$ cat src/hdl/tqs_pkg.sv
// Package for the task ready queue scheduler.
// Holds sizes, status and action codes, the task table entry and its port struct.
// No dependencies.
`timescale 1ns / 1ps

package tqs_pkg;

   // Number of task slots and the widths that follow from it.
   localparam int MAX_TASKS = 16;
   localparam int TASK_AW   = (MAX_TASKS > 1) ? $clog2(MAX_TASKS) : 1;
   localparam int COUNT_W   = $clog2(MAX_TASKS + 1);

   // Field widths of the streams.
   localparam int ID_W    = 4;
   localparam int PRIO_W  = 8;
   localparam int KIND_W  = 2;
   localparam int ACT_W   = 2;
   localparam int ERR_W   = 2;

   // Reset value of the main task priority.
   localparam logic [PRIO_W-1:0] MAIN_PRIO_RESET = 8'd31;

   typedef logic [TASK_AW-1:0] task_idx_type;
   typedef logic [COUNT_W-1:0] count_type;
   typedef logic [PRIO_W-1:0]  prio_type;

   typedef enum logic [2:0] {
      ST_UNUSED  = 3'd0,
      ST_RUNNING = 3'd1,
      ST_READY   = 3'd2,
      ST_BLOCKED = 3'd3,
      ST_HANGING = 3'd4,
      ST_WAITING = 3'd5
   } task_status_type;

   typedef enum logic [ACT_W-1:0] {
      ACT_START   = 2'd0,
      ACT_YIELD   = 2'd1,
      ACT_BLOCK   = 2'd2,
      ACT_UNBLOCK = 2'd3
   } action_type;

   typedef enum logic [KIND_W-1:0] {
      KIND_BLOCKED = 2'd0,
      KIND_HANGING = 2'd1,
      KIND_WAITING = 2'd2,
      KIND_SPARE   = 2'd3
   } kind_type;

   typedef enum logic [ERR_W-1:0] {
      ERR_OK          = 2'd0,
      ERR_SLOT_USED   = 2'd1,
      ERR_QUEUE_EMPTY = 2'd2,
      ERR_NOT_BLOCKED = 2'd3
   } err_type;

   typedef enum logic [2:0] {
      S_IDLE,
      S_CHECK,
      S_POP,
      S_NEW,
      S_DONE,
      S_CFG
   } sched_state_type;

   // One entry of the task table.
   typedef struct packed {
      task_status_type status;
      prio_type        prio;
      prio_type        ticks;
   } task_entry_type;

   // Access request to the task table: one read and one write a cycle.
   typedef struct packed {
      logic           rd_en;
      task_idx_type   rd_addr;
      logic           wr_en;
      task_idx_type   wr_addr;
      task_entry_type wr_data;
   } tbl_req_type;

endpackage

$ cat src/hdl/tqs_ram.sv
// Generic single-clock RAM with one write port and one registered read port.
// No dependencies.
`timescale 1ns / 1ps

module tqs_ram #(
   parameter int WIDTH = 8,
   parameter int DEPTH = 16
) (
   input  logic                                     clock,
   input  logic                                     wr_en,
   input  logic [((DEPTH > 1) ? $clog2(DEPTH) : 1)-1:0] wr_addr,
   input  logic [WIDTH-1:0]                         wr_data,
   input  logic                                     rd_en,
   input  logic [((DEPTH > 1) ? $clog2(DEPTH) : 1)-1:0] rd_addr,
   output logic [WIDTH-1:0]                         rd_data
);

   logic [WIDTH-1:0] mem_ff [DEPTH];
   logic [WIDTH-1:0] rd_data_ff;

   // Write port.
   always_ff @(posedge clock) begin
      if (wr_en) begin
         mem_ff[wr_addr] <= wr_data;
      end
   end

   // Registered read port.
   always_ff @(posedge clock) begin
      if (rd_en) begin
         rd_data_ff <= mem_ff[rd_addr];
      end
   end

   assign rd_data = rd_data_ff;

endmodule

$ cat src/hdl/tqs_task_table.sv
// Task table: status, priority and slice of every task slot in one RAM.
// Depends on tqs_pkg and tqs_ram.
`timescale 1ns / 1ps

module tqs_task_table (
   input  logic                    clock,
   input  logic                    reset,
   input  tqs_pkg::tbl_req_type    tbl_req,
   input  tqs_pkg::prio_type       main_prio,
   output tqs_pkg::task_entry_type rd_entry
);

   logic [tqs_pkg::MAX_TASKS-1:0] vld_ff;
   logic [tqs_pkg::MAX_TASKS-1:0] vld_in;
   logic                          rd_vld_ff;
   logic                          rd_zero_ff;
   logic [$bits(tqs_pkg::task_entry_type)-1:0] ram_rd_data;
   tqs_pkg::task_entry_type       ram_entry;
   tqs_pkg::task_entry_type       reset_entry;

   tqs_ram #(
      .WIDTH ($bits(tqs_pkg::task_entry_type)),
      .DEPTH (tqs_pkg::MAX_TASKS)
   ) u_ram (
      .clock   (clock),
      .wr_en   (tbl_req.wr_en),
      .wr_addr (tbl_req.wr_addr),
      .wr_data (tbl_req.wr_data),
      .rd_en   (tbl_req.rd_en),
      .rd_addr (tbl_req.rd_addr),
      .rd_data (ram_rd_data)
   );

   // An entry becomes valid once it has been written.
   always_comb begin
      vld_in = vld_ff;
      if (tbl_req.wr_en) begin
         vld_in[tbl_req.wr_addr] = 1'b1;
      end
   end

   always_ff @(posedge clock) begin
      if (reset) begin
         vld_ff     <= '0;
         rd_vld_ff  <= 1'b0;
         rd_zero_ff <= 1'b0;
      end else begin
         vld_ff <= vld_in;
         if (tbl_req.rd_en) begin
            rd_vld_ff  <= vld_ff[tbl_req.rd_addr];
            rd_zero_ff <= (tbl_req.rd_addr == '0);
         end
      end
   end

   // An entry never written reads as its reset value.
   always_comb begin
      ram_entry = tqs_pkg::task_entry_type'(ram_rd_data);
      if (rd_zero_ff) begin
         reset_entry = '{status: tqs_pkg::ST_RUNNING, prio: main_prio, ticks: main_prio};
      end else begin
         reset_entry = '{status: tqs_pkg::ST_UNUSED, prio: '0, ticks: '0};
      end
      rd_entry = rd_vld_ff ? ram_entry : reset_entry;
   end

endmodule

$ cat src/hdl/task_ready_queue_scheduler_top.sv
// Top level of the task ready queue scheduler: event sequencer and ready ring.
// Depends on tqs_pkg, tqs_ram and tqs_task_table.
`timescale 1ns / 1ps

// Usage
// The req channel carries one scheduling event per word: start, yield, block or
// unblock. The rsp channel returns one word per event with the running task, its
// stored slice, the switch flag and an error code. The csr channel writes the
// main task priority, which also reloads slot 0 priority and slice.
// The response word is registered from state S_DONE: a block that meets an empty
// queue goes there straight from S_IDLE, start and unblock pass through S_CHECK,
// and yield and block pass through S_POP and S_NEW. One event is worked on at a
// time and a new one is taken once the previous has left the sequencer; a register
// write passes through S_CFG. The RAM reads are registered, which sets this order:
// start and unblock read the task entry before writing it back, while yield
// and block read the ring head and then the entry of the task they pop.
// After reset, task 0 is running with a slice of 31 and the ready queue is
// empty; no clearing pass is needed, so requests are taken at once.
// A response waiting on a stalled receiver stays in the output register; the
// next request is still accepted and worked on up to its own response, which
// then waits until the register frees.
module task_ready_queue_scheduler_top (
   input  logic        clock,
   input  logic        reset,
   // Request stream
   input  logic        req_tvalid,
   output logic        req_tready,
   input  logic [15:0] req_tdata,   // task_id[3:0], priority_req[11:4], block_kind[13:12], zero
   input  logic [1:0]  req_tuser,   // action[1:0]
   // Response stream
   output logic        rsp_tvalid,
   input  logic        rsp_tready,
   output logic [15:0] rsp_tdata,   // running_task[3:0], running_ticks[11:4], switched[12],
                                    // error_code[14:13], zero[15]
   // Configuration write
   input  logic        csr_valid,
   output logic        csr_ready,
   input  logic [7:0]  csr_data
);

   localparam tqs_pkg::task_idx_type IDX_LAST = tqs_pkg::task_idx_type'(tqs_pkg::MAX_TASKS - 1);

   tqs_pkg::sched_state_type state_ff, state_in;
   tqs_pkg::action_type      act_ff, act_in;
   logic [tqs_pkg::ID_W-1:0] id_ff, id_in;
   tqs_pkg::prio_type        prio_ff, prio_in;
   logic                     fwd_ff, fwd_in;
   logic                     sw_ff, sw_in;
   tqs_pkg::err_type         err_ff, err_in;
   tqs_pkg::prio_type        main_prio_ff, main_prio_in;
   tqs_pkg::task_idx_type    cur_ff, cur_in;
   tqs_pkg::prio_type        cur_prio_ff, cur_prio_in;
   tqs_pkg::prio_type        cur_ticks_ff, cur_ticks_in;
   tqs_pkg::task_idx_type    head_ff, head_in;
   tqs_pkg::task_idx_type    tail_ff, tail_in;
   tqs_pkg::count_type       count_ff, count_in;
   logic                     rsp_valid_ff, rsp_valid_in;
   logic [15:0]              rsp_data_ff, rsp_data_in;

   tqs_pkg::tbl_req_type     tbl_req;
   tqs_pkg::task_entry_type  tbl_rd;

   logic                     ring_we;
   tqs_pkg::task_idx_type    ring_waddr;
   tqs_pkg::task_idx_type    ring_wdata;
   logic                     ring_re;
   tqs_pkg::task_idx_type    ring_rdata;

   tqs_pkg::task_idx_type    head_inc;
   tqs_pkg::task_idx_type    head_dec;
   tqs_pkg::task_idx_type    tail_inc;
   tqs_pkg::task_idx_type    id_idx;
   tqs_pkg::task_idx_type    new_task;
   logic                     id_oob;
   logic                     is_held;
   tqs_pkg::task_status_type blk_status;

   // Task table and ready ring.
   tqs_task_table u_table (
      .clock     (clock),
      .reset     (reset),
      .tbl_req   (tbl_req),
      .main_prio (main_prio_ff),
      .rd_entry  (tbl_rd)
   );

   tqs_ram #(
      .WIDTH (tqs_pkg::TASK_AW),
      .DEPTH (tqs_pkg::MAX_TASKS)
   ) u_ring (
      .clock   (clock),
      .wr_en   (ring_we),
      .wr_addr (ring_waddr),
      .wr_data (ring_wdata),
      .rd_en   (ring_re),
      .rd_addr (head_ff),
      .rd_data (ring_rdata)
   );

   // Ring pointer arithmetic, wrapping at the slot count.
   assign head_inc = (head_ff == IDX_LAST) ? '0 : head_ff + tqs_pkg::task_idx_type'(1);
   assign head_dec = (head_ff == '0) ? IDX_LAST : head_ff - tqs_pkg::task_idx_type'(1);
   assign tail_inc = (tail_ff == IDX_LAST) ? '0 : tail_ff + tqs_pkg::task_idx_type'(1);

   // Decoding of the captured request.
   assign id_idx   = tqs_pkg::task_idx_type'(id_ff);
   assign id_oob   = ({1'b0, id_ff} >= (tqs_pkg::ID_W + 1)'(tqs_pkg::MAX_TASKS));
   assign is_held  = (tbl_rd.status == tqs_pkg::ST_BLOCKED) ||
                     (tbl_rd.status == tqs_pkg::ST_HANGING) ||
                     (tbl_rd.status == tqs_pkg::ST_WAITING);
   assign new_task = fwd_ff ? cur_ff : ring_rdata;

   // Status left behind by a block, the spare kind counting as blocked.
   always_comb begin
      unique case (tqs_pkg::kind_type'(req_tdata[13:12]))
         tqs_pkg::KIND_HANGING: blk_status = tqs_pkg::ST_HANGING;
         tqs_pkg::KIND_WAITING: blk_status = tqs_pkg::ST_WAITING;
         default:               blk_status = tqs_pkg::ST_BLOCKED;
      endcase
   end

   // Handshakes: configuration wins over a request in the idle state.
   assign csr_ready  = (state_ff == tqs_pkg::S_IDLE);
   assign req_tready = (state_ff == tqs_pkg::S_IDLE) && !csr_valid;
   assign rsp_tvalid = rsp_valid_ff;
   assign rsp_tdata  = rsp_data_ff;

   // Event sequencer.
   always_comb begin
      state_in     = state_ff;
      act_in       = act_ff;
      id_in        = id_ff;
      prio_in      = prio_ff;
      fwd_in       = fwd_ff;
      sw_in        = sw_ff;
      err_in       = err_ff;
      main_prio_in = main_prio_ff;
      cur_in       = cur_ff;
      cur_prio_in  = cur_prio_ff;
      cur_ticks_in = cur_ticks_ff;
      head_in      = head_ff;
      tail_in      = tail_ff;
      count_in     = count_ff;
      rsp_valid_in = rsp_valid_ff && !rsp_tready;
      rsp_data_in  = rsp_data_ff;
      tbl_req      = '0;
      ring_we      = 1'b0;
      ring_waddr   = tail_ff;
      ring_wdata   = cur_ff;
      ring_re      = 1'b0;

      unique case (state_ff)
         tqs_pkg::S_IDLE: begin
            if (csr_valid) begin
               // Register write, then read-modify-write of slot 0.
               main_prio_in    = csr_data;
               tbl_req.rd_en   = 1'b1;
               tbl_req.rd_addr = '0;
               state_in        = tqs_pkg::S_CFG;
            end else if (req_tvalid) begin
               act_in  = tqs_pkg::action_type'(req_tuser);
               id_in   = req_tdata[3:0];
               prio_in = req_tdata[11:4];
               sw_in   = 1'b0;
               err_in  = tqs_pkg::ERR_OK;
               fwd_in  = 1'b0;
               unique case (tqs_pkg::action_type'(req_tuser))
                  tqs_pkg::ACT_START, tqs_pkg::ACT_UNBLOCK: begin
                     tbl_req.rd_en   = 1'b1;
                     tbl_req.rd_addr = tqs_pkg::task_idx_type'(req_tdata[3:0]);
                     state_in        = tqs_pkg::S_CHECK;
                  end
                  tqs_pkg::ACT_YIELD: begin
                     // Requeue the running task with a fresh slice, then pop.
                     tbl_req.wr_en   = 1'b1;
                     tbl_req.wr_addr = cur_ff;
                     tbl_req.wr_data = '{status: tqs_pkg::ST_READY,
                                         prio: cur_prio_ff, ticks: cur_prio_ff};
                     ring_we    = 1'b1;
                     ring_waddr = tail_ff;
                     ring_wdata = cur_ff;
                     ring_re    = 1'b1;
                     fwd_in     = (count_ff == '0);
                     tail_in    = tail_inc;
                     head_in    = head_inc;
                     state_in   = tqs_pkg::S_POP;
                  end
                  tqs_pkg::ACT_BLOCK: begin
                     if (count_ff == '0) begin
                        err_in   = tqs_pkg::ERR_QUEUE_EMPTY;
                        state_in = tqs_pkg::S_DONE;
                     end else begin
                        tbl_req.wr_en   = 1'b1;
                        tbl_req.wr_addr = cur_ff;
                        tbl_req.wr_data = '{status: blk_status,
                                            prio: cur_prio_ff, ticks: cur_ticks_ff};
                        ring_re  = 1'b1;
                        head_in  = head_inc;
                        count_in = count_ff - tqs_pkg::count_type'(1);
                        state_in = tqs_pkg::S_POP;
                     end
                  end
               endcase
            end
         end

         tqs_pkg::S_CHECK: begin
            unique case (act_ff)
               tqs_pkg::ACT_START: begin
                  if (id_oob || (tbl_rd.status != tqs_pkg::ST_UNUSED)) begin
                     err_in = tqs_pkg::ERR_SLOT_USED;
                  end else begin
                     tbl_req.wr_en   = 1'b1;
                     tbl_req.wr_addr = id_idx;
                     tbl_req.wr_data = '{status: tqs_pkg::ST_READY,
                                         prio: prio_ff, ticks: prio_ff};
                     ring_we    = 1'b1;
                     ring_waddr = tail_ff;
                     ring_wdata = id_idx;
                     tail_in    = tail_inc;
                     count_in   = count_ff + tqs_pkg::count_type'(1);
                  end
               end
               tqs_pkg::ACT_UNBLOCK: begin
                  if (id_oob || !is_held) begin
                     err_in = tqs_pkg::ERR_NOT_BLOCKED;
                  end else begin
                     // Ready again and placed at the front of the queue.
                     tbl_req.wr_en   = 1'b1;
                     tbl_req.wr_addr = id_idx;
                     tbl_req.wr_data = '{status: tqs_pkg::ST_READY,
                                         prio: tbl_rd.prio, ticks: tbl_rd.ticks};
                     ring_we    = 1'b1;
                     ring_waddr = head_dec;
                     ring_wdata = id_idx;
                     head_in    = head_dec;
                     count_in   = count_ff + tqs_pkg::count_type'(1);
                  end
               end
               default: begin
               end
            endcase
            state_in = tqs_pkg::S_DONE;
         end

         tqs_pkg::S_POP: begin
            // The popped task becomes current; fetch its entry.
            cur_in          = new_task;
            tbl_req.rd_en   = 1'b1;
            tbl_req.rd_addr = new_task;
            state_in        = tqs_pkg::S_NEW;
         end

         tqs_pkg::S_NEW: begin
            cur_prio_in     = tbl_rd.prio;
            cur_ticks_in    = tbl_rd.ticks;
            tbl_req.wr_en   = 1'b1;
            tbl_req.wr_addr = cur_ff;
            tbl_req.wr_data = '{status: tqs_pkg::ST_RUNNING,
                                prio: tbl_rd.prio, ticks: tbl_rd.ticks};
            sw_in           = 1'b1;
            state_in        = tqs_pkg::S_DONE;
         end

         tqs_pkg::S_DONE: begin
            // Hand the word over once the output register is free.
            if (!rsp_valid_ff || rsp_tready) begin
               rsp_valid_in = 1'b1;
               rsp_data_in  = {1'b0, err_ff, sw_ff, cur_ticks_ff,
                               tqs_pkg::ID_W'(cur_ff)};
               state_in     = tqs_pkg::S_IDLE;
            end
         end

         tqs_pkg::S_CFG: begin
            tbl_req.wr_en   = 1'b1;
            tbl_req.wr_addr = '0;
            tbl_req.wr_data = '{status: tbl_rd.status,
                                prio: main_prio_ff, ticks: main_prio_ff};
            if (cur_ff == '0) begin
               cur_prio_in  = main_prio_ff;
               cur_ticks_in = main_prio_ff;
            end
            state_in = tqs_pkg::S_IDLE;
         end

         default: begin
            state_in = tqs_pkg::S_IDLE;
         end
      endcase
   end

   // Control state.
   always_ff @(posedge clock) begin
      if (reset) begin
         state_ff     <= tqs_pkg::S_IDLE;
         main_prio_ff <= tqs_pkg::MAIN_PRIO_RESET;
         cur_ff       <= '0;
         cur_prio_ff  <= tqs_pkg::MAIN_PRIO_RESET;
         cur_ticks_ff <= tqs_pkg::MAIN_PRIO_RESET;
         head_ff      <= '0;
         tail_ff      <= '0;
         count_ff     <= '0;
         rsp_valid_ff <= 1'b0;
         fwd_ff       <= 1'b0;
         sw_ff        <= 1'b0;
         err_ff       <= tqs_pkg::ERR_OK;
         act_ff       <= tqs_pkg::ACT_START;
      end else begin
         state_ff     <= state_in;
         main_prio_ff <= main_prio_in;
         cur_ff       <= cur_in;
         cur_prio_ff  <= cur_prio_in;
         cur_ticks_ff <= cur_ticks_in;
         head_ff      <= head_in;
         tail_ff      <= tail_in;
         count_ff     <= count_in;
         rsp_valid_ff <= rsp_valid_in;
         fwd_ff       <= fwd_in;
         sw_ff        <= sw_in;
         err_ff       <= err_in;
         act_ff       <= act_in;
      end
   end

   // Payload registers.
   always_ff @(posedge clock) begin
      id_ff       <= id_in;
      prio_ff     <= prio_in;
      rsp_data_ff <= rsp_data_in;
   end

endmodule

$ cat config.mk
export PLATFORM = sky130hd
export DESIGN_NAME = task_ready_queue_scheduler_top
export DESIGN_NICKNAME = d
export VERILOG_FILES = /design/src/hdl/tqs_pkg.sv /design/src/hdl/tqs_ram.sv /design/src/hdl/tqs_task_table.sv /design/src/hdl/task_ready_queue_scheduler_top.sv
export SDC_FILE = /design/constraint.sdc
export NUM_CORES = 1
export LEC_CHECK = 0
export ABC_AREA = 1
export BUFFER_PORTS_ARGS = -buffer_cell sky130_fd_sc_hd__clkbuf_2
export CORE_MARGIN = 2
export CORE_UTILIZATION = 50
export DETAILED_ROUTE_END_ITERATION = 10
export PLACE_DENSITY = 0.66
export SLEW_MARGIN = 0
export SYNTH_ARGS = -nofsm -noshare
export SYNTH_HDL_FRONTEND = slang
export SYNTH_SLANG_ARGS = --single-unit
$ cat constraint.sdc
create_clock -name clock -period 4.56 [get_ports clock]
set_input_delay 0.228 -clock clock [delete_from_list [all_inputs] [get_ports clock]]
set_output_delay 0.228 -clock clock [all_outputs]
set_load 0.1 [all_outputs]
==> impl_results.md, run 1 <==
- Status: complete, no violations
- DRC Markers: 0
- Syn Inst Count: 1825
- Worst path buffer plus inverter count: 2
- Type of the tightest min-delay check: input port to flip-flop
- Critical-path maximum fanout: 20
- Post-route total power: 0.0111 W
- Die ar.: roughly 0.042 mm2
- GPL Wtd Cong: between 0.9 and 1
- Final hold violations: 0
- Ys async rst share: 0%
- CP delay by family, top: simple AND/OR/NAND/NOR gates
- Via density: 5.70
- Critical Path Start Type: flip-flop
- Crit-path cells: inv_1, nand2_2, nand2_1, nand2_1, nand2_1, nand2_1, nand2_2, nand3_1, nand2_1, a21oi_1, nand2_1, inv_1
- NetSw: between 0.003 and 0.004 W
- Worst setup EP type: flip-flop
- Pwr per Cell Area: ~480 mW/mm2
- Htree depth: 2
- Average size of a mapped cell: ~11 um2
- Power share of the clock group: about two fifths
- Die Wd: about 210 um
- Initial antenna violation count: 3
- Setup TNS: 0 ns
- Critical Path AT: approximately 3.8 ns
- Post-CTS Repair Setup Buffers: 0
- Rel. slew slack: between 15 and 20%
- CP required: 4.76 ns
- Clk_lat worst skew: 0.61 ns
- Vias in the first global route: roughly 13000
- Peak supply drop: around 420 uV
- Nets: 1950
- Final Cell Area: about 0.023 mm2
- Number of flops mapped to enable cells by yosys: approximately 420
- Largest net degree at the start of global routing: around 130
- Initial Util: around 50%
- Reg area: roughly 0.014 mm2
- Root Driver: clkbuf_16
- Netlist cell types: 44
- CTS Buf Count: about 50
- Slew @ Worst Pin: 1.27 ns
- Fillers: around 3400
- Placed insts: between 2000 and 2500
- Sequential power share: 47.6%
- # diodes: 0
- WL final: a little under 50 mm
- Clk buf depth: 3
- Max Clk Rate: approximately 280 MHz
- CTS tree: done
- Crit share post-route: 77.8%
- Most used cell, CP: nand2_1
- Clock skew: approximately 0.04 ns
- Placed cell area: between 0.02 and 0.025 mm2
- Fin crit period: about 3.5 ns
- CTS resizes: 0
- Crit path largest cell delay: around 0.76 ns
- Slew Limit Fails: 0
- Share of cells above drive strength 1: a little over a tenth
- RSZ-0062 raised after global routing: no
- Initial DRC Count: ~1600
- Max-Cap Viols: 0
- Area of the multi-input gates: between 0.005 and 0.006 mm2
- DR WL/cell: ~20 um
- Critical path type: flip-flop to flip-flop
- Flop and latch count out of synthesis: around 490
- Total grt overflow: 0
- Die H: 206 um
- Core Area: about 0.041 mm2
- Vias: between 10000 and 15000
- Finished Layout Cells: approximately 2500
- Top-level I/O count: 50
- Leak Pwr: about 8.7 nW
- Gr usage total: between 20% and 30%
- Worst-path clk slew: around 0.06 ns
- Pre-antenna DRT Iters: 6
- Synthesized area: between 0.02 and 0.025 mm2
- Int Power: about 0.0081 W
- Seq/Total Area, Yosys: roughly two thirds
- Routed Antenna Nets: 0
- P&R area growth vs syn: 13.9%
- Hpwl dp: 29.4 mm
- First-pass GRT wire length: approximately 76 mm
- Yosys synthesis warning count: 0
- Setup violations, final: 0
- Minimum hold slack: 0.0860 ns
- Sw frac: 27.3%
- Row cnt: 74
- Ys flop type: edfxtp_1
- PortBufs: between 40 and 50
- CTS Hold Bufs: 23
- Logic pwr share: roughly 14%
- Crit-path slowest cell: dfxtp_1
- Clock sink count: 487
- Syn nets: around 1900
layer usage:
layer	up-vias	global-route usage, %	wire (um)
li1	6644	-	-
met1	6780	33.8	21700
met2	615	36.3	22300
met3	101	4.62	4260
met4	0	7.09	1430
met5	-	0	0
cell usage in the layout (no fill, tap or decap), types with 10 or more instances in the layout:
cell type and count:
a31oi_1 42, clkinv_1 10, a21oi_1 104, edfxtp_1 418
nor2_1 211, o22ai_1 17, clkbuf_2 46, inv_1 149
o2111ai_1 10, o21ai_0 159, buf_4 45, clkbuf_16 52
clkinv_2 12, nand2_1 286, dfxtp_1 69, o211ai_1 90
dlygate4sd3_1 23, nand3_1 106, ha_1 12
state kept, by name (all words and copies together) (netlist names), 15 cells and up:
| register | count |
|---|---|
| u_table.u_ram.mem_ff | 304 |
| u_ring.mem_ff | 64 |
| u_table.u_ram.rd_data | 19 |
| u_table.vld_ff | 16 |
| rsp_tdata | 15 |
through the flow:
step | setup slack [ns] | util (%)
floorplan | 1.99 | -
global placement | 1.18 | 52.5
detailed placement | 1.11 | 52.5
CTS | 1.06 | 57.3
global route | 0.709 | 57.3
finish | 1.01 | 57.3
path summary, 6_finish.rpt:
check / start / to / slack, ns / depth (start not counted)
worst min-delay path: req_tvalid / state_ff[1] / 0.09 / 3
worst min register to register: sw_ff / rsp_tdata[12] / 0.44 / 0
worst max-delay path: u_table.rd_vld_ff / u_table.u_ram.mem_ff[2][16] / 1.01 / 12
worst max register to register: u_table.rd_vld_ff / u_table.u_ram.mem_ff[2][16] / 1.01 / 12
cells in the mapped netlist, drive strengths merged, types with 2 or more instances:
cell type / instances / share of area (%)
o22ai: 17 / 0.52
buf: 50 / 1.6
clkbuf: 40 / 0.74
nand3: 107 / 2.6
o2111ai: 10 / 0.43
nand4: 6 / 0.18
nand2: 293 / 5.5
or2: 2 / 0.061
o21a: 2 / 0.074
nor2: 221 / 4.3
edfxtp: 418 / 62
o211ai: 90 / 3.3
xnor2: 2 / 0.086
dfxtp: 69 / 6.8
xor2: 5 / 0.21
nor3: 7 / 0.22
a31oi: 42 / 1.3
clkinv: 2 / 0.037
o21ai: 165 / 4.1
a21oi: 105 / 2.6
ha: 12 / 0.74
inv: 155 / 2.9
power groups by stage:
| stage | clock [W] | sequential (W) | combinational, W |
|---|---|---|---|
| global route | 0.00447 | 0.00530 | 0.00173 |
| finish | 0.00424 | 0.00528 | 0.00156 |
| floorplan | 0 | 0.00541 | 0.00101 |
| CTS | 0.00429 | 0.00527 | 0.00155 |
| global placement | 0 | 0.00536 | 0.00149 |
| detailed placement | 0 | 0.00537 | 0.00153 |
worst register-to-register path: cells and delay by family (launching register included):
kind	cells	cell delay, ns
simple gates	9	1.17
buf+inv	2	0.85
flops	1	0.76
compound gates	1	0.34
cell families after synthesis:
family,count (synthesis),synth area share (%)
buffers and inverters,247,5.21
AO/OA/AOI/OAI,433,12.4
flip-flops,487,68.3
AND/OR/NAND/NOR,637,13.0
other,1,0.0184
adder cells (fa/ha/maj),13,0.834
XOR/XNOR,7,0.300
cell type report:
type                    count  share of cell area (%)
clock buffers              57                    5.77
clock inverters            37                    1.71
inverters                 157                    2.56
multi-input cells        1091                    23.4
flip-flops and latches    487                    60.0
well taps                 532                    2.86
repair buffers            118                    3.78
No activity file was read; power rests on OpenSTA's default activity.
==> run 2: changes to the inputs <==
==> constraint.sdc (replaced) <==
create_clock -name clock -period 3.5 [get_ports clock]
set_input_delay 0.175 -clock clock [delete_from_list [all_inputs] [get_ports clock]]
set_output_delay 0.175 -clock clock [all_outputs]
set_load 0.1 [all_outputs]
==> run 2 against run 1 <==
Critical path depth is 1 higher. First-iteration DRC count up 1.5%. Largest power group unchanged. Clock power rose by 13%. Clock skew shrank 0.0043 ns. Highest routed layer unchanged. Non-clock buffer count rose by 12. Hold slack gained 0.0053 ns. Critical endpoint is now u_table.u_ram.mem_ff[4][16].
==> impl_results.md, run 2 (same netlist as run 1, synthesis figures left out) <==
- Status: complete, no violations
- CTS resizes: 0 (unchanged)
- Setup violations, final: 0 (unchanged)
- DRC Markers: 0 (unchanged)
- Slew @ Worst Pin: 1.28 ns (+0.00557 ns)
- Initial antenna violation count: 0 (-3)
- RSZ-0062 raised after global routing: no
- CP required: 3.73 ns (-1.03 ns)
- Routed Antenna Nets: 0 (unchanged)
- Die ar.: 0.0424 mm2 (unchanged)
- Root Driver: clkbuf_16
- Hpwl dp: 29.0 mm (-1.6%)
- Critical Path Start Type: flip-flop
- CTS Buf Count: 49 (-3.9%)
- Pre-antenna DRT Iters: 5 (-1)
- Nets: 1960 (+0.51%)
- Post-CTS Repair Setup Buffers: 0 (unchanged)
- Top reg by flops: u_table.u_ram.mem_ff
- Critical path type: flip-flop to flip-flop
- P&R area growth vs syn: 12.9%
- Worst-path clk slew: 0.06 ns (about the same)
- Initial DRC Count: 1599 (+1.5%)
- Worst setup EP type: flip-flop
- Type of the tightest min-delay check: input port to flip-flop
- Leak Pwr: 8.60 nW (-0.87%)
- Clk_lat worst skew: 0.61 ns (about the same)
- GPL Wtd Cong: 0.890 (-1.4%)
- Htree depth: 2 (unchanged)
- Slew Limit Fails: 0 (unchanged)
- Max-Cap Viols: 0 (unchanged)
- Crit share post-route: 81.2% (+3.4 points)
- Peak supply drop: 406 uV (-3.5%)
- First-pass GRT wire length: 74.5 mm (-1.4%)
- Total grt overflow: 0 (unchanged)
- # diodes: 0 (unchanged)
- Via density: 5.62 (-1.5%)
- Max Clk Rate: 352 MHz (+25%)
- Core Area: 0.0406 mm2 (unchanged)
- Vias in the first global route: 13100 (-0.47%)
- Critical Path AT: 3.07 ns (-0.68 ns)
- Most common cell after layout, fill and taps aside: edfxtp_1
- Die Wd: 206 um (unchanged)
- Clock skew: 0.0365 ns (-0.00427 ns)
- Commonest non-fill, non-tap cells in the layout: 418 x edfxtp_1, 286 x nand2_1, 211 x nor2_1
- PortBufs: 46 (unchanged)
- Row cnt: 74 (unchanged)
- Placed insts: 2374 (+0.51%)
- Critical-path maximum fanout: 19 (-5.0%)
- Final hold violations: 0 (unchanged)
- DR WL/cell: 19.9 um (-0.81%)
- Max reg flops: 304 (unchanged)
- Share of cells above drive strength 1: 10.4% (-0.31 points)
- Rel. slew slack: 14.7% (-0.36 points)
- Finished Layout Cells: 2480 (+0.040%)
- Pwr per Cell Area: 597 mW/mm2 (+25%)
- Die H: 206 um (unchanged)
- Largest net degree at the start of global routing: 125 (-1.6%)
- Clk buf depth: 3 (unchanged)
- Initial Util: 50.3% (unchanged)
- Clock sink count: 487 (unchanged)
- Setup TNS: 0 ns (unchanged)
- CTS tree: done
- WL final: 49.3 mm (-0.77%)
- Fin crit period: 2.84 ns (-0.707 ns)
- CTS Hold Bufs: 23 (unchanged)
- Top-level I/O count: 50 (unchanged)
- Vias: 13900 (-1.4%)
- Gr usage total: 23.2% (-0.28 points)
run 2: cell types whose count changed in the layout (fill, tap and decap cells not counted), moves of 3 or more:
cell        previous run  this run
clkinvlp_4             5         2
clkbuf_16             52        49
clkbuf_1               3        14
clkinv_1              10         6
bufinv_16              6         1
buf_4                 45        56
run 2: metrics by stage:
stage,worst slack [ns],power [W],cell area (um2),hold slack (ns),util (%)
after detailed placement,0.716,0.00901,21400,0.355,52.7
after global placement,0.717,0.00897,21400,0.356,52.7
after CTS,0.694,0.0138,23000,0.0528,56.8
final,0.658,0.0137,23000,0.0914,56.8
after floorplan,0.928,0.00836,20400,0.274,-
after global routing,0.454,0.0143,23000,0.111,56.8
run 2: layout make-up:
class | instances | area, um2
timing repair buffer | 130 | 981
clock inverter | 20 | 159
sequential | 487 | 13900
inverter | 157 | 594
tap | 532 | 666
multi-input combinational | 1091 | 5430
fill | 3355 | 17500
clock buffer | 63 | 1280
run 2: worst paths after layout:
check	cells past startpoint	to	slack, ns	startpoint
max	13	u_table.u_ram.mem_ff[4][16]	0.66	u_table.rd_vld_ff
min	3	state_ff[1]	0.09	req_tvalid
max reg2reg	13	u_table.u_ram.mem_ff[4][16]	0.66	u_table.rd_vld_ff
min reg2reg	0	rsp_tdata[13]	0.44	err_ff[0]
run 2: power by group:
part	total (W)	leakage, nW	switching (W)	internal, W
Sequential	0.00688	4.53	0.000153	0.00672
Clock	0.00479	0.704	0.00214	0.00266
Combinational	0.00208	3.37	0.00151	0.000567
run 2: layer usage:
metal	share of wire, %	wire length (um)	GRT usage (%)	vias up
met5	0	0	0	-
met4	2.5	1240	7.70	0
met3	8.0	3940	3.78	80
met2	45	22300	36.0	513
met1	44	21800	33.6	6703
li1	-	-	-	6640
run 2: critical path: stages (launching register included):
cell and delay [ns]:
dfxtp_1 0.37, inv_1 0.08, nand2_2 0.20, nand2_1 0.15, nand2_1 0.08, nand2_1 0.12
nand2_1 0.16, nand2_2 0.12, nand3_1 0.16, nand2_1 0.11, a21oi_1 0.37, nand2_1 0.15
inv_1 0.08, buf_4 0.35
